$ cat src/design/csp_pkg.sv
// ----------------------------------------------------------------------------
// Curve speed planner package
// Widths, register indexes, reset values and the controller/datapath types.
// ----------------------------------------------------------------------------
package csp_pkg;

  localparam int unsigned WordW    = 16;
  localparam int unsigned InDataW  = 120;
  localparam int unsigned OutDataW = 24;
  localparam int unsigned CfgIdxW  = 8;

  localparam int unsigned DivW      = 36;
  localparam int unsigned DenW      = 18;
  localparam int unsigned RemW      = 20;
  localparam int unsigned RootW     = 18;
  localparam int unsigned AccW      = 34;
  localparam int unsigned StepW     = 6;
  localparam int unsigned DivSteps  = 36;
  localparam int unsigned SqrtSteps = 18;

  localparam logic [CfgIdxW-1:0] RegTrustThreshold = 8'd0;
  localparam logic [CfgIdxW-1:0] RegStraightSpeed  = 8'd1;
  localparam logic [CfgIdxW-1:0] RegLatAccelMax    = 8'd2;
  localparam logic [CfgIdxW-1:0] RegCurveSpeedMin  = 8'd3;
  localparam logic [CfgIdxW-1:0] RegCurveSpeedMax  = 8'd4;
  localparam logic [CfgIdxW-1:0] RegEntrySpeedMin  = 8'd5;
  localparam logic [CfgIdxW-1:0] RegEntrySpeedMax  = 8'd6;
  localparam logic [CfgIdxW-1:0] RegSafetyFactor   = 8'd7;

  localparam logic [WordW-1:0] TrustThresholdRst = 16'd32768;
  localparam logic [WordW-1:0] StraightSpeedRst  = 16'd1536;
  localparam logic [WordW-1:0] LatAccelMaxRst    = 16'd1256;
  localparam logic [WordW-1:0] CurveSpeedMinRst  = 16'd461;
  localparam logic [WordW-1:0] CurveSpeedMaxRst  = 16'd1280;
  localparam logic [WordW-1:0] EntrySpeedMinRst  = 16'd384;
  localparam logic [WordW-1:0] EntrySpeedMaxRst  = 16'd512;
  localparam logic [WordW-1:0] SafetyFactorRst   = 16'd42598;

  // 0.1 m in Q8.8, rounded so that the test reads offset <= 25.
  localparam logic signed [WordW-1:0] LateralLimit = 16'sd25;

  typedef enum logic [3:0] {
    ST_IDLE,
    ST_DIV_INIT,
    ST_DIV,
    ST_SQRT_INIT,
    ST_SQRT,
    ST_CLAMP,
    ST_MAC0,
    ST_MAC1,
    ST_MAC2,
    ST_MDIV_INIT,
    ST_MDIV,
    ST_FINAL,
    ST_SAFETY,
    ST_OUT
  } csp_state_e;

  typedef enum logic [3:0] {
    CMD_NONE,
    CMD_LOAD,
    CMD_DIV_INIT,
    CMD_DIV_STEP,
    CMD_SQRT_INIT,
    CMD_SQRT_STEP,
    CMD_CLAMP,
    CMD_MAC0,
    CMD_MAC1,
    CMD_MAC2,
    CMD_MDIV_INIT,
    CMD_FINAL,
    CMD_SAFETY,
    CMD_EMIT
  } csp_cmd_e;

  typedef struct packed {
    csp_cmd_e op;
    logic     curve_sel;
  } csp_cmd_t;

  typedef struct packed {
    logic speed_req;
    logic out_free;
  } csp_status_t;

  typedef struct packed {
    logic [WordW-1:0] trust_threshold;
    logic [WordW-1:0] straight_speed;
    logic [WordW-1:0] lateral_accel_max;
    logic [WordW-1:0] curve_speed_min;
    logic [WordW-1:0] curve_speed_max;
    logic [WordW-1:0] entry_speed_min;
    logic [WordW-1:0] entry_speed_max;
    logic [WordW-1:0] safety_factor;
  } csp_cfg_t;

endpackage

$ cat src/design/csp_ctrl.sv
// ----------------------------------------------------------------------------
// Curve speed planner controller
// Sequences the shared divider, square root and multiplier of the datapath.
// ----------------------------------------------------------------------------
module csp_ctrl (
  input  logic                 clk_i,
  input  logic                 rst_ni,
  input  logic                 s_valid_i,
  output logic                 s_ready_o,
  input  csp_pkg::csp_status_t status_i,
  output csp_pkg::csp_cmd_t    cmd_o
);
  import csp_pkg::*;

  csp_state_e       state_q, state_d;
  logic [StepW-1:0] step_q, step_d;
  logic             pass_q, pass_d;

  always_ff @(posedge clk_i or negedge rst_ni) begin
    if (!rst_ni) begin
      state_q <= ST_IDLE;
      step_q  <= '0;
      pass_q  <= 1'b0;
    end else begin
      state_q <= state_d;
      step_q  <= step_d;
      pass_q  <= pass_d;
    end
  end

  always_comb begin
    state_d = state_q;
    step_d  = step_q;
    pass_d  = pass_q;
    unique case (state_q)
      ST_IDLE: begin
        if (s_valid_i && status_i.speed_req) begin
          state_d = ST_DIV_INIT;
          pass_d  = 1'b0;
        end
      end
      ST_DIV_INIT: begin
        state_d = ST_DIV;
        step_d  = '0;
      end
      ST_DIV: begin
        if (step_q == StepW'(DivSteps - 1)) begin
          state_d = ST_SQRT_INIT;
        end else begin
          step_d = step_q + StepW'(1);
        end
      end
      ST_SQRT_INIT: begin
        state_d = ST_SQRT;
        step_d  = '0;
      end
      ST_SQRT: begin
        if (step_q == StepW'(SqrtSteps - 1)) begin
          state_d = ST_CLAMP;
        end else begin
          step_d = step_q + StepW'(1);
        end
      end
      ST_CLAMP: begin
        if (pass_q) begin
          state_d = ST_MAC0;
        end else begin
          state_d = ST_DIV_INIT;
          pass_d  = 1'b1;
        end
      end
      ST_MAC0:      state_d = ST_MAC1;
      ST_MAC1:      state_d = ST_MAC2;
      ST_MAC2:      state_d = ST_MDIV_INIT;
      ST_MDIV_INIT: begin
        state_d = ST_MDIV;
        step_d  = '0;
      end
      ST_MDIV: begin
        if (step_q == StepW'(DivSteps - 1)) begin
          state_d = ST_FINAL;
        end else begin
          step_d = step_q + StepW'(1);
        end
      end
      ST_FINAL:  state_d = ST_SAFETY;
      ST_SAFETY: state_d = ST_OUT;
      ST_OUT: begin
        if (status_i.out_free) begin
          state_d = ST_IDLE;
        end
      end
      default: state_d = ST_IDLE;
    endcase
  end

  always_comb begin
    s_ready_o       = 1'b0;
    cmd_o.op        = CMD_NONE;
    cmd_o.curve_sel = pass_q;
    unique case (state_q)
      ST_IDLE: begin
        s_ready_o = 1'b1;
        if (s_valid_i) begin
          cmd_o.op = CMD_LOAD;
        end
      end
      ST_DIV_INIT:  cmd_o.op = CMD_DIV_INIT;
      ST_DIV:       cmd_o.op = CMD_DIV_STEP;
      ST_SQRT_INIT: cmd_o.op = CMD_SQRT_INIT;
      ST_SQRT:      cmd_o.op = CMD_SQRT_STEP;
      ST_CLAMP:     cmd_o.op = CMD_CLAMP;
      ST_MAC0:      cmd_o.op = CMD_MAC0;
      ST_MAC1:      cmd_o.op = CMD_MAC1;
      ST_MAC2:      cmd_o.op = CMD_MAC2;
      ST_MDIV_INIT: cmd_o.op = CMD_MDIV_INIT;
      ST_MDIV:      cmd_o.op = CMD_DIV_STEP;
      ST_FINAL:     cmd_o.op = CMD_FINAL;
      ST_SAFETY:    cmd_o.op = CMD_SAFETY;
      ST_OUT: begin
        if (status_i.out_free) begin
          cmd_o.op = CMD_EMIT;
        end
      end
      default: cmd_o.op = CMD_NONE;
    endcase
  end

endmodule

$ cat src/design/csp_dpath.sv
// ----------------------------------------------------------------------------
// Curve speed planner datapath
// Obstacle flag, radix-2 divider, digit square root, multiplier and output.
// ----------------------------------------------------------------------------
module csp_dpath (
  input  logic                         clk_i,
  input  logic                         rst_ni,
  input  csp_pkg::csp_cmd_t            cmd_i,
  output csp_pkg::csp_status_t         status_o,
  input  csp_pkg::csp_cfg_t            cfg_i,
  input  logic                         in_user_i,
  input  logic [csp_pkg::InDataW-1:0]  in_data_i,
  input  logic                         out_ready_i,
  output logic                         out_valid_o,
  output logic [csp_pkg::OutDataW-1:0] out_data_o
);
  import csp_pkg::*;

  logic                     in_is_obst;
  logic signed [WordW-1:0]  in_lat;
  logic [WordW-1:0]         in_trust;
  logic                     hit;

  logic [WordW-1:0]    ecurv_q, ecurv_d, ccurv_q, ccurv_d;
  logic [WordW-1:0]    ps_q, ps_d, pe_q, pe_d, pc_q, pc_d;
  logic                flag_q, flag_d;
  logic [DenW-1:0]     den_q, den_d;
  logic [DivW-1:0]     dq_q, dq_d;
  logic [RemW-1:0]     rem_q, rem_d;
  logic [RootW-1:0]    root_q, root_d;
  logic [WordW-1:0]    v_entry_q, v_entry_d, v_curve_q, v_curve_d;
  logic [AccW-1:0]     acc_q, acc_d;
  logic                nop_q, nop_d;
  logic [WordW-1:0]    speed_q, speed_d;
  logic [OutDataW-1:0] out_data_q, out_data_d;
  logic                out_valid_q, out_valid_d;

  logic [WordW-1:0]   sel_curv, curv_mag, lo, hi, clamped;
  logic [RootW-1:0]   root_lo;
  logic [RemW-1:0]    rem_sh, div_diff, srem, trial, sq_diff;
  logic               div_ge, sq_ge;
  logic [WordW-1:0]   mul_a, mul_b;
  logic [2*WordW-1:0] product;
  logic [DenW-1:0]    psum;
  logic [WordW-1:0]   mean, capped, floored;

  assign in_is_obst = in_data_i[0];
  assign in_lat     = in_data_i[16:1];
  assign in_trust   = in_data_i[32:17];
  assign hit        = in_is_obst && (in_lat <= LateralLimit) &&
                      (in_trust > cfg_i.trust_threshold);

  assign status_o.speed_req = in_user_i;
  assign status_o.out_free  = !out_valid_q || out_ready_i;

  assign sel_curv = cmd_i.curve_sel ? ccurv_q : ecurv_q;
  assign curv_mag = sel_curv[WordW-1] ? (~sel_curv + WordW'(1)) : sel_curv;
  assign lo       = cmd_i.curve_sel ? cfg_i.curve_speed_min : cfg_i.entry_speed_min;
  assign hi       = cmd_i.curve_sel ? cfg_i.curve_speed_max : cfg_i.entry_speed_max;
  assign root_lo  = (root_q < RootW'(lo)) ? RootW'(lo) : root_q;
  assign clamped  = (sel_curv == '0) ? hi :
                    (root_lo > RootW'(hi)) ? hi : root_lo[WordW-1:0];

  assign rem_sh   = {rem_q[RemW-2:0], dq_q[DivW-1]};
  assign div_ge   = rem_sh >= RemW'(den_q);
  assign div_diff = rem_sh - RemW'(den_q);

  assign srem    = {rem_q[RemW-3:0], dq_q[DivW-1:DivW-2]};
  assign trial   = {root_q, 2'b01};
  assign sq_ge   = srem >= trial;
  assign sq_diff = srem - trial;

  always_comb begin
    case (cmd_i.op)
      CMD_MAC0: begin
        mul_a = ps_q;
        mul_b = cfg_i.straight_speed;
      end
      CMD_MAC1: begin
        mul_a = pe_q;
        mul_b = v_entry_q;
      end
      CMD_MAC2: begin
        mul_a = pc_q;
        mul_b = v_curve_q;
      end
      default: begin
        mul_a = speed_q;
        mul_b = cfg_i.safety_factor;
      end
    endcase
  end

  assign product = (2*WordW)'(mul_a) * (2*WordW)'(mul_b);
  assign psum    = DenW'(ps_q) + DenW'(pe_q) + DenW'(pc_q);
  assign mean    = nop_q ? cfg_i.straight_speed : dq_q[WordW-1:0];
  assign capped  = (mean > cfg_i.straight_speed) ? cfg_i.straight_speed : mean;
  assign floored = (capped < cfg_i.curve_speed_min) ? cfg_i.curve_speed_min : capped;

  always_comb begin
    ecurv_d     = ecurv_q;
    ccurv_d     = ccurv_q;
    ps_d        = ps_q;
    pe_d        = pe_q;
    pc_d        = pc_q;
    flag_d      = flag_q;
    den_d       = den_q;
    dq_d        = dq_q;
    rem_d       = rem_q;
    root_d      = root_q;
    v_entry_d   = v_entry_q;
    v_curve_d   = v_curve_q;
    acc_d       = acc_q;
    nop_d       = nop_q;
    speed_d     = speed_q;
    out_data_d  = out_data_q;
    out_valid_d = out_valid_q && !out_ready_i;
    unique case (cmd_i.op)
      CMD_NONE: ;
      CMD_LOAD: begin
        ecurv_d = in_data_i[48:33];
        ccurv_d = in_data_i[64:49];
        ps_d    = in_data_i[80:65];
        pe_d    = in_data_i[96:81];
        pc_d    = in_data_i[112:97];
        if (!in_user_i && hit) begin
          flag_d = 1'b1;
        end
      end
      CMD_DIV_INIT: begin
        den_d = DenW'(curv_mag);
        dq_d  = {cfg_i.lateral_accel_max, 20'd0};
        rem_d = '0;
      end
      CMD_DIV_STEP: begin
        rem_d = div_ge ? div_diff : rem_sh;
        dq_d  = {dq_q[DivW-2:0], div_ge};
      end
      CMD_SQRT_INIT: begin
        rem_d  = '0;
        root_d = '0;
      end
      CMD_SQRT_STEP: begin
        rem_d  = sq_ge ? sq_diff : srem;
        root_d = {root_q[RootW-2:0], sq_ge};
        dq_d   = {dq_q[DivW-3:0], 2'b00};
      end
      CMD_CLAMP: begin
        if (cmd_i.curve_sel) begin
          v_curve_d = clamped;
        end else begin
          v_entry_d = clamped;
        end
      end
      CMD_MAC0: acc_d = AccW'(product);
      CMD_MAC1: acc_d = acc_q + AccW'(product);
      CMD_MAC2: acc_d = acc_q + AccW'(product);
      CMD_MDIV_INIT: begin
        den_d = psum;
        dq_d  = DivW'(acc_q);
        rem_d = '0;
        nop_d = (psum == '0);
      end
      CMD_FINAL: speed_d = floored;
      CMD_SAFETY: begin
        if (flag_q) begin
          speed_d = product[2*WordW-1:WordW];
        end
      end
      CMD_EMIT: begin
        out_data_d  = {6'd0, nop_q, flag_q, speed_q};
        out_valid_d = 1'b1;
        flag_d      = 1'b0;
      end
      default: ;
    endcase
  end

  always_ff @(posedge clk_i or negedge rst_ni) begin
    if (!rst_ni) begin
      flag_q      <= 1'b0;
      out_valid_q <= 1'b0;
    end else begin
      flag_q      <= flag_d;
      out_valid_q <= out_valid_d;
    end
  end

  always_ff @(posedge clk_i) begin
    ecurv_q    <= ecurv_d;
    ccurv_q    <= ccurv_d;
    ps_q       <= ps_d;
    pe_q       <= pe_d;
    pc_q       <= pc_d;
    den_q      <= den_d;
    dq_q       <= dq_d;
    rem_q      <= rem_d;
    root_q     <= root_d;
    v_entry_q  <= v_entry_d;
    v_curve_q  <= v_curve_d;
    acc_q      <= acc_d;
    nop_q      <= nop_d;
    speed_q    <= speed_d;
    out_data_q <= out_data_d;
  end

  assign out_valid_o = out_valid_q;
  assign out_data_o  = out_data_q;

endmodule

$ cat src/design/curve_speed_planner.sv
// ----------------------------------------------------------------------------
// Curve speed planner
// Plans a target speed from obstacle reports and road-state probabilities.
// ----------------------------------------------------------------------------
// An obstacle report (tuser 0) yields no output, so reports can stream at one
// per cycle while no speed request is in progress. A speed request (tuser 1)
// has its result placed on the output register, and the next transaction can
// be taken in the same cycle as that result appears. Requests are spaced by
// their processing in the shared one-bit-per-cycle divider, which runs 36
// steps for each curvature quotient and for the weighted mean, and in the
// 18-step square root run once per curvature. While the output register
// still holds an unaccepted result, a finished request waits and the input
// stays stalled. The output register holds a finished result while new
// obstacle reports are accepted. Configuration writes are taken every cycle.
module curve_speed_planner (
  input  logic                         clk_i,
  input  logic                         rst_ni,
  input  logic                         s_axis_tvalid,
  output logic                         s_axis_tready,
  // is_obstacle, lateral_offset, trust_level, entry_curvature,
  // curve_curvature, prob_straight, prob_entry, prob_curve, zero fill
  input  logic [csp_pkg::InDataW-1:0]  s_axis_tdata,
  // operation
  input  logic                         s_axis_tuser,
  output logic                         m_axis_tvalid,
  input  logic                         m_axis_tready,
  // target_speed, obstacle_seen, no_probability, zero fill
  output logic [csp_pkg::OutDataW-1:0] m_axis_tdata,
  input  logic                         cfg_valid_i,
  output logic                         cfg_ready_o,
  input  logic [csp_pkg::CfgIdxW-1:0]  cfg_index_i,
  input  logic [csp_pkg::WordW-1:0]    cfg_data_i
);
  import csp_pkg::*;

  csp_cfg_t    cfg_q, cfg_d;
  csp_cmd_t    cmd;
  csp_status_t status;

  assign cfg_ready_o = 1'b1;

  always_comb begin
    cfg_d = cfg_q;
    if (cfg_valid_i) begin
      unique case (cfg_index_i)
        RegTrustThreshold: cfg_d.trust_threshold   = cfg_data_i;
        RegStraightSpeed:  cfg_d.straight_speed    = cfg_data_i;
        RegLatAccelMax:    cfg_d.lateral_accel_max = cfg_data_i;
        RegCurveSpeedMin:  cfg_d.curve_speed_min   = cfg_data_i;
        RegCurveSpeedMax:  cfg_d.curve_speed_max   = cfg_data_i;
        RegEntrySpeedMin:  cfg_d.entry_speed_min   = cfg_data_i;
        RegEntrySpeedMax:  cfg_d.entry_speed_max   = cfg_data_i;
        RegSafetyFactor:   cfg_d.safety_factor     = cfg_data_i;
        default: ;
      endcase
    end
  end

  always_ff @(posedge clk_i or negedge rst_ni) begin
    if (!rst_ni) begin
      cfg_q.trust_threshold   <= TrustThresholdRst;
      cfg_q.straight_speed    <= StraightSpeedRst;
      cfg_q.lateral_accel_max <= LatAccelMaxRst;
      cfg_q.curve_speed_min   <= CurveSpeedMinRst;
      cfg_q.curve_speed_max   <= CurveSpeedMaxRst;
      cfg_q.entry_speed_min   <= EntrySpeedMinRst;
      cfg_q.entry_speed_max   <= EntrySpeedMaxRst;
      cfg_q.safety_factor     <= SafetyFactorRst;
    end else begin
      cfg_q <= cfg_d;
    end
  end

  csp_ctrl u_ctrl (
    .clk_i     (clk_i),
    .rst_ni    (rst_ni),
    .s_valid_i (s_axis_tvalid),
    .s_ready_o (s_axis_tready),
    .status_i  (status),
    .cmd_o     (cmd)
  );

  csp_dpath u_dpath (
    .clk_i       (clk_i),
    .rst_ni      (rst_ni),
    .cmd_i       (cmd),
    .status_o    (status),
    .cfg_i       (cfg_q),
    .in_user_i   (s_axis_tuser),
    .in_data_i   (s_axis_tdata),
    .out_ready_i (m_axis_tready),
    .out_valid_o (m_axis_tvalid),
    .out_data_o  (m_axis_tdata)
  );

endmodule

$ cat config.mk
export PLATFORM = sky130hd
export DESIGN_NAME = curve_speed_planner
export DESIGN_NICKNAME = d
export VERILOG_FILES = /design/src/design/csp_pkg.sv /design/src/design/csp_ctrl.sv /design/src/design/csp_dpath.sv /design/src/design/curve_speed_planner.sv
export SDC_FILE = /design/constraint.sdc
export NUM_CORES = 2
export LEC_CHECK = 0
export BUFFER_PORTS_ARGS = -buffer_cell sky130_fd_sc_hd__buf_2
export CAP_MARGIN = 30
export CORE_MARGIN = 4
export CORE_UTILIZATION = 55
export DETAILED_ROUTE_END_ITERATION = 10
export GPL_ROUTABILITY_DRIVEN = 0
export PLACE_DENSITY = 0.73
export RECOVER_POWER = 25
export SLEW_MARGIN = 10
export SYNTH_ARGS = -nofsm -noshare
export SYNTH_HDL_FRONTEND = slang
export SYNTH_SLANG_ARGS = --single-unit
$ cat constraint.sdc
create_clock -name clk_i -period 14.9 [get_ports clk_i]
set_input_delay 2.98 -clock clk_i [delete_from_list [all_inputs] [get_ports clk_i]]
set_output_delay 2.98 -clock clk_i [all_outputs]
set_load 0.02 [all_outputs]
Word level (Yosys, flattened, before mapping). Cells that the tools add are included.

Mux-type cells: 40. $mul: 1. Bitwise operators: 2. Eq/ne operators: 44. Reductions and logical operators: 41. Order comparisons: 8. Add/sub/neg operators: 7.

Operator list (number): $mux 16 (10); $pmux 36 s4 (1); $pmux 16 s3 (2); $pmux 18 s2 (2); $pmux 34 s2 (1); $pmux 19 s3 (1); $pmux 4 s14 (1); $pmux 4 s13 (1); $eq 4x4->1 const B (12); $mux 19 (2); $add 34x32->34 (1); $eq 4x3->1 const B (8); $eq 8x3->1 const B (4); $gt 16x16->1 (2); $mul 16x16->32 (1); $pmux 16 s2 (1); $reduce_and 2->1 (13); $mux 4 (6); $ge 20x18->1 (1); $ge 20x20->1 (1); $sub 19x18->19 (1); $sub 19x19->19 (1); $add 18x16->18 (1); $gt 18x16->1 (1); 36 further kinds (68).

Word-level logic and storage cells: 171. Input port bits: 150. Register bits after elaboration: 413.

Longest topological paths before layout.
Depth in word-level cells: 9. Mapped depth: 44.

Modules after synthesis. Synthesis repeated with hierarchy kept, for this count alone.

Cell total of the unflattened synthesis: 3323. Area total of the unflattened synthesis: 33548.4 um^2.

Modules (own cells, without submodules): csp_dpath (cells an instance 2940, times used 1, area an instance 27772.9 um^2); curve_speed_planner (cells an instance 283, times used 1, area an instance 4904.7 um^2); csp_ctrl (cells an instance 100, times used 1, area an instance 870.8 um^2).

Worst setup path before layout. No wires, ideal clock.

Kind: register -> register. Start point: reg u_ctrl.state_q[2]. End point: reg u_dpath.acc_q[30], data pin. Setup slack: 5.236 ns. Arrival time: 9.405 ns. Required time: 14.640 ns. Stages on the path, launching flop included: 42. Setup time: 0.260 ns. Clock period less this slack: 9.664 ns. Cells stage by stage: dfrtp_1 -> nand2b_1 -> nor3_1 -> or2_1 -> buf_2 -> nor2_2 -> buf_2 -> buf_4 -> a21boi_1 -> buf_2 -> nor2_1 -> fa_1 -> inv_1 -> fa_1 -> fa_1 -> fa_1 -> inv_1 -> fa_1 -> [... 6 more ...] -> nor2b_1 -> o221a_2 -> o41ai_1 -> o21bai_1 -> a21oi_1 -> xor2_1 -> inv_1 -> ha_1 -> or2_2 -> a21oi_1 -> a21oi_1 -> a221o_1 -> o2111ai_1 -> a41oi_1 -> o22ai_1 -> o21bai_1 -> xor2_1 -> mux2_2.

Word-level cells in the longest chain between the ends: 8.

Ends and longest elaborated chain: start, declared (line csp_ctrl.sv:15) `csp_state_e state_q, state_d;`; start signal, assigned (line csp_ctrl.sv:25) `state_q <= state_d;`; $eq 4x2->1 / $eq 4x4->1 (equally long branches) (line csp_ctrl.sv:101) `unique case (state_q)`; $reduce_or 2->1 (no line); $pmux 4 s13 * (line csp_ctrl.sv:101); $eq 4x4->1 / $eq 4x3->1 (equally long branches) (line csp_dpath.sv:74, csp_dpath.sv:118); $pmux 16 s3 (line csp_dpath.sv:74) `case (cmd_i.op)`; $mul 16x16->32 (line csp_dpath.sv:94) `assign product = (2*WordW)'(mul_a) * (2*WordW)'(mul_b);`; $add 34x32->34 (line csp_dpath.sv:156, csp_dpath.sv:157); $pmux 34 s2 * (line csp_dpath.sv:118) `unique case (cmd_i.op)`; via u_dpath.acc_d[30] (line csp_dpath.sv:32) `logic [AccW-1:0] acc_q, acc_d;`; end signal, assigned (line csp_dpath.sv:201) `acc_q <= acc_d;`; end, declared (line csp_dpath.sv:32).

Mark *: on every way through the listed nets, which the timed path passes. The rest lies on a longest branch. A chain may end at the register's enable or synchronous reset.

Final worst setup path. Ends and elaborated chain as after synthesis.

==> flow_summary_export.csv <==
group,metric,value,unit
setup_path,path_common_cell,"fa_1",
die,fp-row-count,90,
layout,final_common_cell,"nand2_1",
worst_hold_path,worstHoldPathType,"flop to flop",
die,ios,177,
die,chipWidth,256,um
routing,dr_total_vias,26659,
sta,max_freq,87.0,MHz
synthesis,ys_seq_area_share,34.6,%
setup_path,cp-start-kind,"flop",
die,die-height,256,um
run_status,violations,"capacitance limit, slew limit",
synthesis,ys_dominant_reg_cell,"edfxtp_1",
routing,drtIter0Drc,2399,
global_route,grt_pass1_vias,25987,
clock_network,ctsRootBufferMaster,"clkbuf_16",
placed_design,hpwl,72700,um
clock_network,clkTransAtPathRegs,0.06,ns
layout,final_nets,4251,
layout,layout-drive-gt1-share,14.1,%
die,core_area,60700,um2
global_route,grt_max_degree,78,
sta,tightestPinTransition,2.20,ns
clock_network,cts_tree,"done",
setup_path,crit_path_max_incr_delay,0.82,ns
die,dieArea,65700,um2
routing,via_per_inst,6.02,
setup_path,cp.arrival,11.84,ns
synthesis,avgSynthCellArea,9.74,um2
global_route,antenna_found_initial,1,
global_route,grt_overflow,0,
setup_path,worst_path_max_delay_cell,"a21boi_2",
synthesis,synth_seq_cells,413,
clock_network,postCtsHoldBufs,0,
clock_network,clk_latency,0.60,ns
global_route,grt_pass1_wl,148000,um
clock_network,post_cts_buffers,0,
sta,finalCriticalPeriod,11.50,ns
setup_path,cp-end-kind,"flop",
clock_network,cts_inserted_buffers,46,
placed_design,port_buffers,161,
clock_network,clockBufferDepth,3,
layout,syn_to_final_growth,9.53,%
synthesis,synthCells,3482,
sta,fin_setup_tns,0,ns
die,start_util,55.9,%
run,cap_violations,4,
synthesis,synth_area,33900,um2
routing,ant_nets,0,
synthesis,yosys.cell_types.count,88,
layout,fillCellCount,5063,
clock_network,htree_levels,2,
routing,drc,0,
sta,slew_headroom,-46.4,%
setup_path,path_class,"flop to flop",
sta,finalHoldViolations,0,
setup_path,cp.required,15.25,ns
clock_network,cts_sinks,413,
synthesis,ys_warn_count,0,
sta,rsz0062_at_grt,"no",
clock_network,cts_resized,0,
sta,fin_worst_skew,0.0344,ns
routing,wirelength,95400,um
routing,firstDrtPassIters,6,
synthesis,synth-edff-count,272,
sta,slew_violations,143,
sta,fin_crit_sh,77.2,%
setup_path,critPathMaxFanout,17,
run_status,outcome,"complete, but fails checks",
sta,setup_viol,0,
synthesis,ys_async_sr_fraction,34.1,%
routing,wl_per_cell,21.5,um
global_route,grtUsageTotal,28.6,%
layout,layout_common_cells,"nand2_1, inv_1, nor2_1",
-- kinds of logic (layout without fill, tap and decap cells) --
logic type / count (synthesis) / count (layout) / synth area share (%)
other: 2 / 8 / 0.0221
buffers and inverters: 527 / 688 / 6.07
muxes: 256 / 256 / 8.11
DFF: 413 / 413 / 34.6
adders and majority gates: 488 / 488 / 22.4
xor gates and xnor gates: 122 / 122 / 3.15
and+or+nand+nor: 1063 / 1063 / 13.9
AOI/OAI and AO/OA: 611 / 611 / 11.8
-- per-stage QoR --
step                util [%]  instances  setup slack (ns)  cell area [um2]  hold slack, ns
floorplan                  -       3487              5.24            33900           0.421
global placement        58.5       4341              3.52            35500           0.484
detailed placement      58.6       4343              3.43            35500           0.492
CTS                     61.2       4426              3.34            37100           0.506
global route            61.2       4430              2.83            37200           0.519
finish                  61.2       4431              3.40            37200           0.504
-- cell usage after synthesis, types with 34 or more instances --
| cell | number | area share, % |
|---|---|---|
| nand2_1 | 434 | 4.8 |
| inv_1 | 397 | 4.4 |
| nor2_1 | 334 | 3.7 |
| ha_1 | 290 | 11 |
| edfxtp_1 | 272 | 24 |
| fa_1 | 198 | 12 |
| a21oi_1 | 159 | 2.3 |
| mux2_2 | 151 | 5.0 |
| o21ai_0 | 132 | 1.9 |
| dfrtp_1 | 114 | 8.4 |
| mux2i_1 | 104 | 3.1 |
| clkbuf_1 | 80 | 0.89 |
| xnor2_1 | 80 | 2.1 |
| a21o_1 | 58 | 1.3 |
| nand3_1 | 53 | 0.78 |
| xor2_1 | 42 | 1.1 |
| nor3_1 | 39 | 0.58 |
| a22oi_1 | 38 | 0.84 |
| nand4_1 | 34 | 0.63 |
-- final cells by class --
| cell class | count | area (um2) | area share, % |
|---|---|---|---|
| Antenna cell | 1 | 2.50 | 0.00673 |
| Clock buffer | 54 | 1250 | 3.37 |
| Clock inverter | 29 | 343 | 0.923 |
| Inverter | 398 | 1490 | 4.02 |
| Multi-Input combinational cell | 2547 | 20200 | 54.4 |
| Sequential cell | 413 | 11700 | 31.6 |
| Tap cell | 782 | 978 | 2.63 |
| Timing Repair Buffer | 207 | 1160 | 3.11 |
-- registers in the layout (all words and copies together) (netlist names), 18 cells and up --
| signal | count |
|---|---|
| cfg_q | 128 |
| u_dpath.den_q | 18 |
| u_dpath.out_data_o | 18 |
| u_dpath.root_q | 18 |
| u_dpath.dq_q | 36 |
| u_dpath.acc_q | 34 |
| u_dpath.rem_q | 19 |
-- worst max-delay path, delay by kind of cell, from the launching register on --
| kind | cells | cell delay [ns] |
|---|---|---|
| compound gates | 13 | 3.38 |
| xor+xnor | 2 | 0.67 |
| fa+ha+maj | 8 | 3.84 |
| buf+inv | 6 | 0.58 |
| flops | 1 | 0.69 |
| mux | 1 | 0.27 |
| simple gates | 8 | 1.81 |
-- worst paths after layout --
path,start,to,slack (ns),cells past startpoint
hold reg to reg,cfg_q[44],cfg_q[44],0.50,1
min in group asynchronous,rst_ni,cfg_q[89],2.36,1
setup / recovery,u_ctrl.state_q[2],u_dpath.acc_q[30],3.40,38
max in group asynchronous,rst_ni,cfg_q[1],11.42,3
setup reg to reg,u_ctrl.state_q[2],u_dpath.acc_q[30],3.40,38
hold / removal,cfg_q[44],cfg_q[44],0.50,1
-- per-layer routing --
metal	wire length [um]	share of wire, %	global-route usage (%)	vias to the layer above
met5	12	0.013	0	-
met2	42000	44	44.0	1204
met1	40200	42	40.5	12925
met3	9270	9.7	5.85	236
met4	3950	4.1	10.4	2
li1	-	-	-	12292
Power is left out: the tool's default activity adds up to more than one toggle a clock period on the data nets, which glitch-free logic cannot reach.
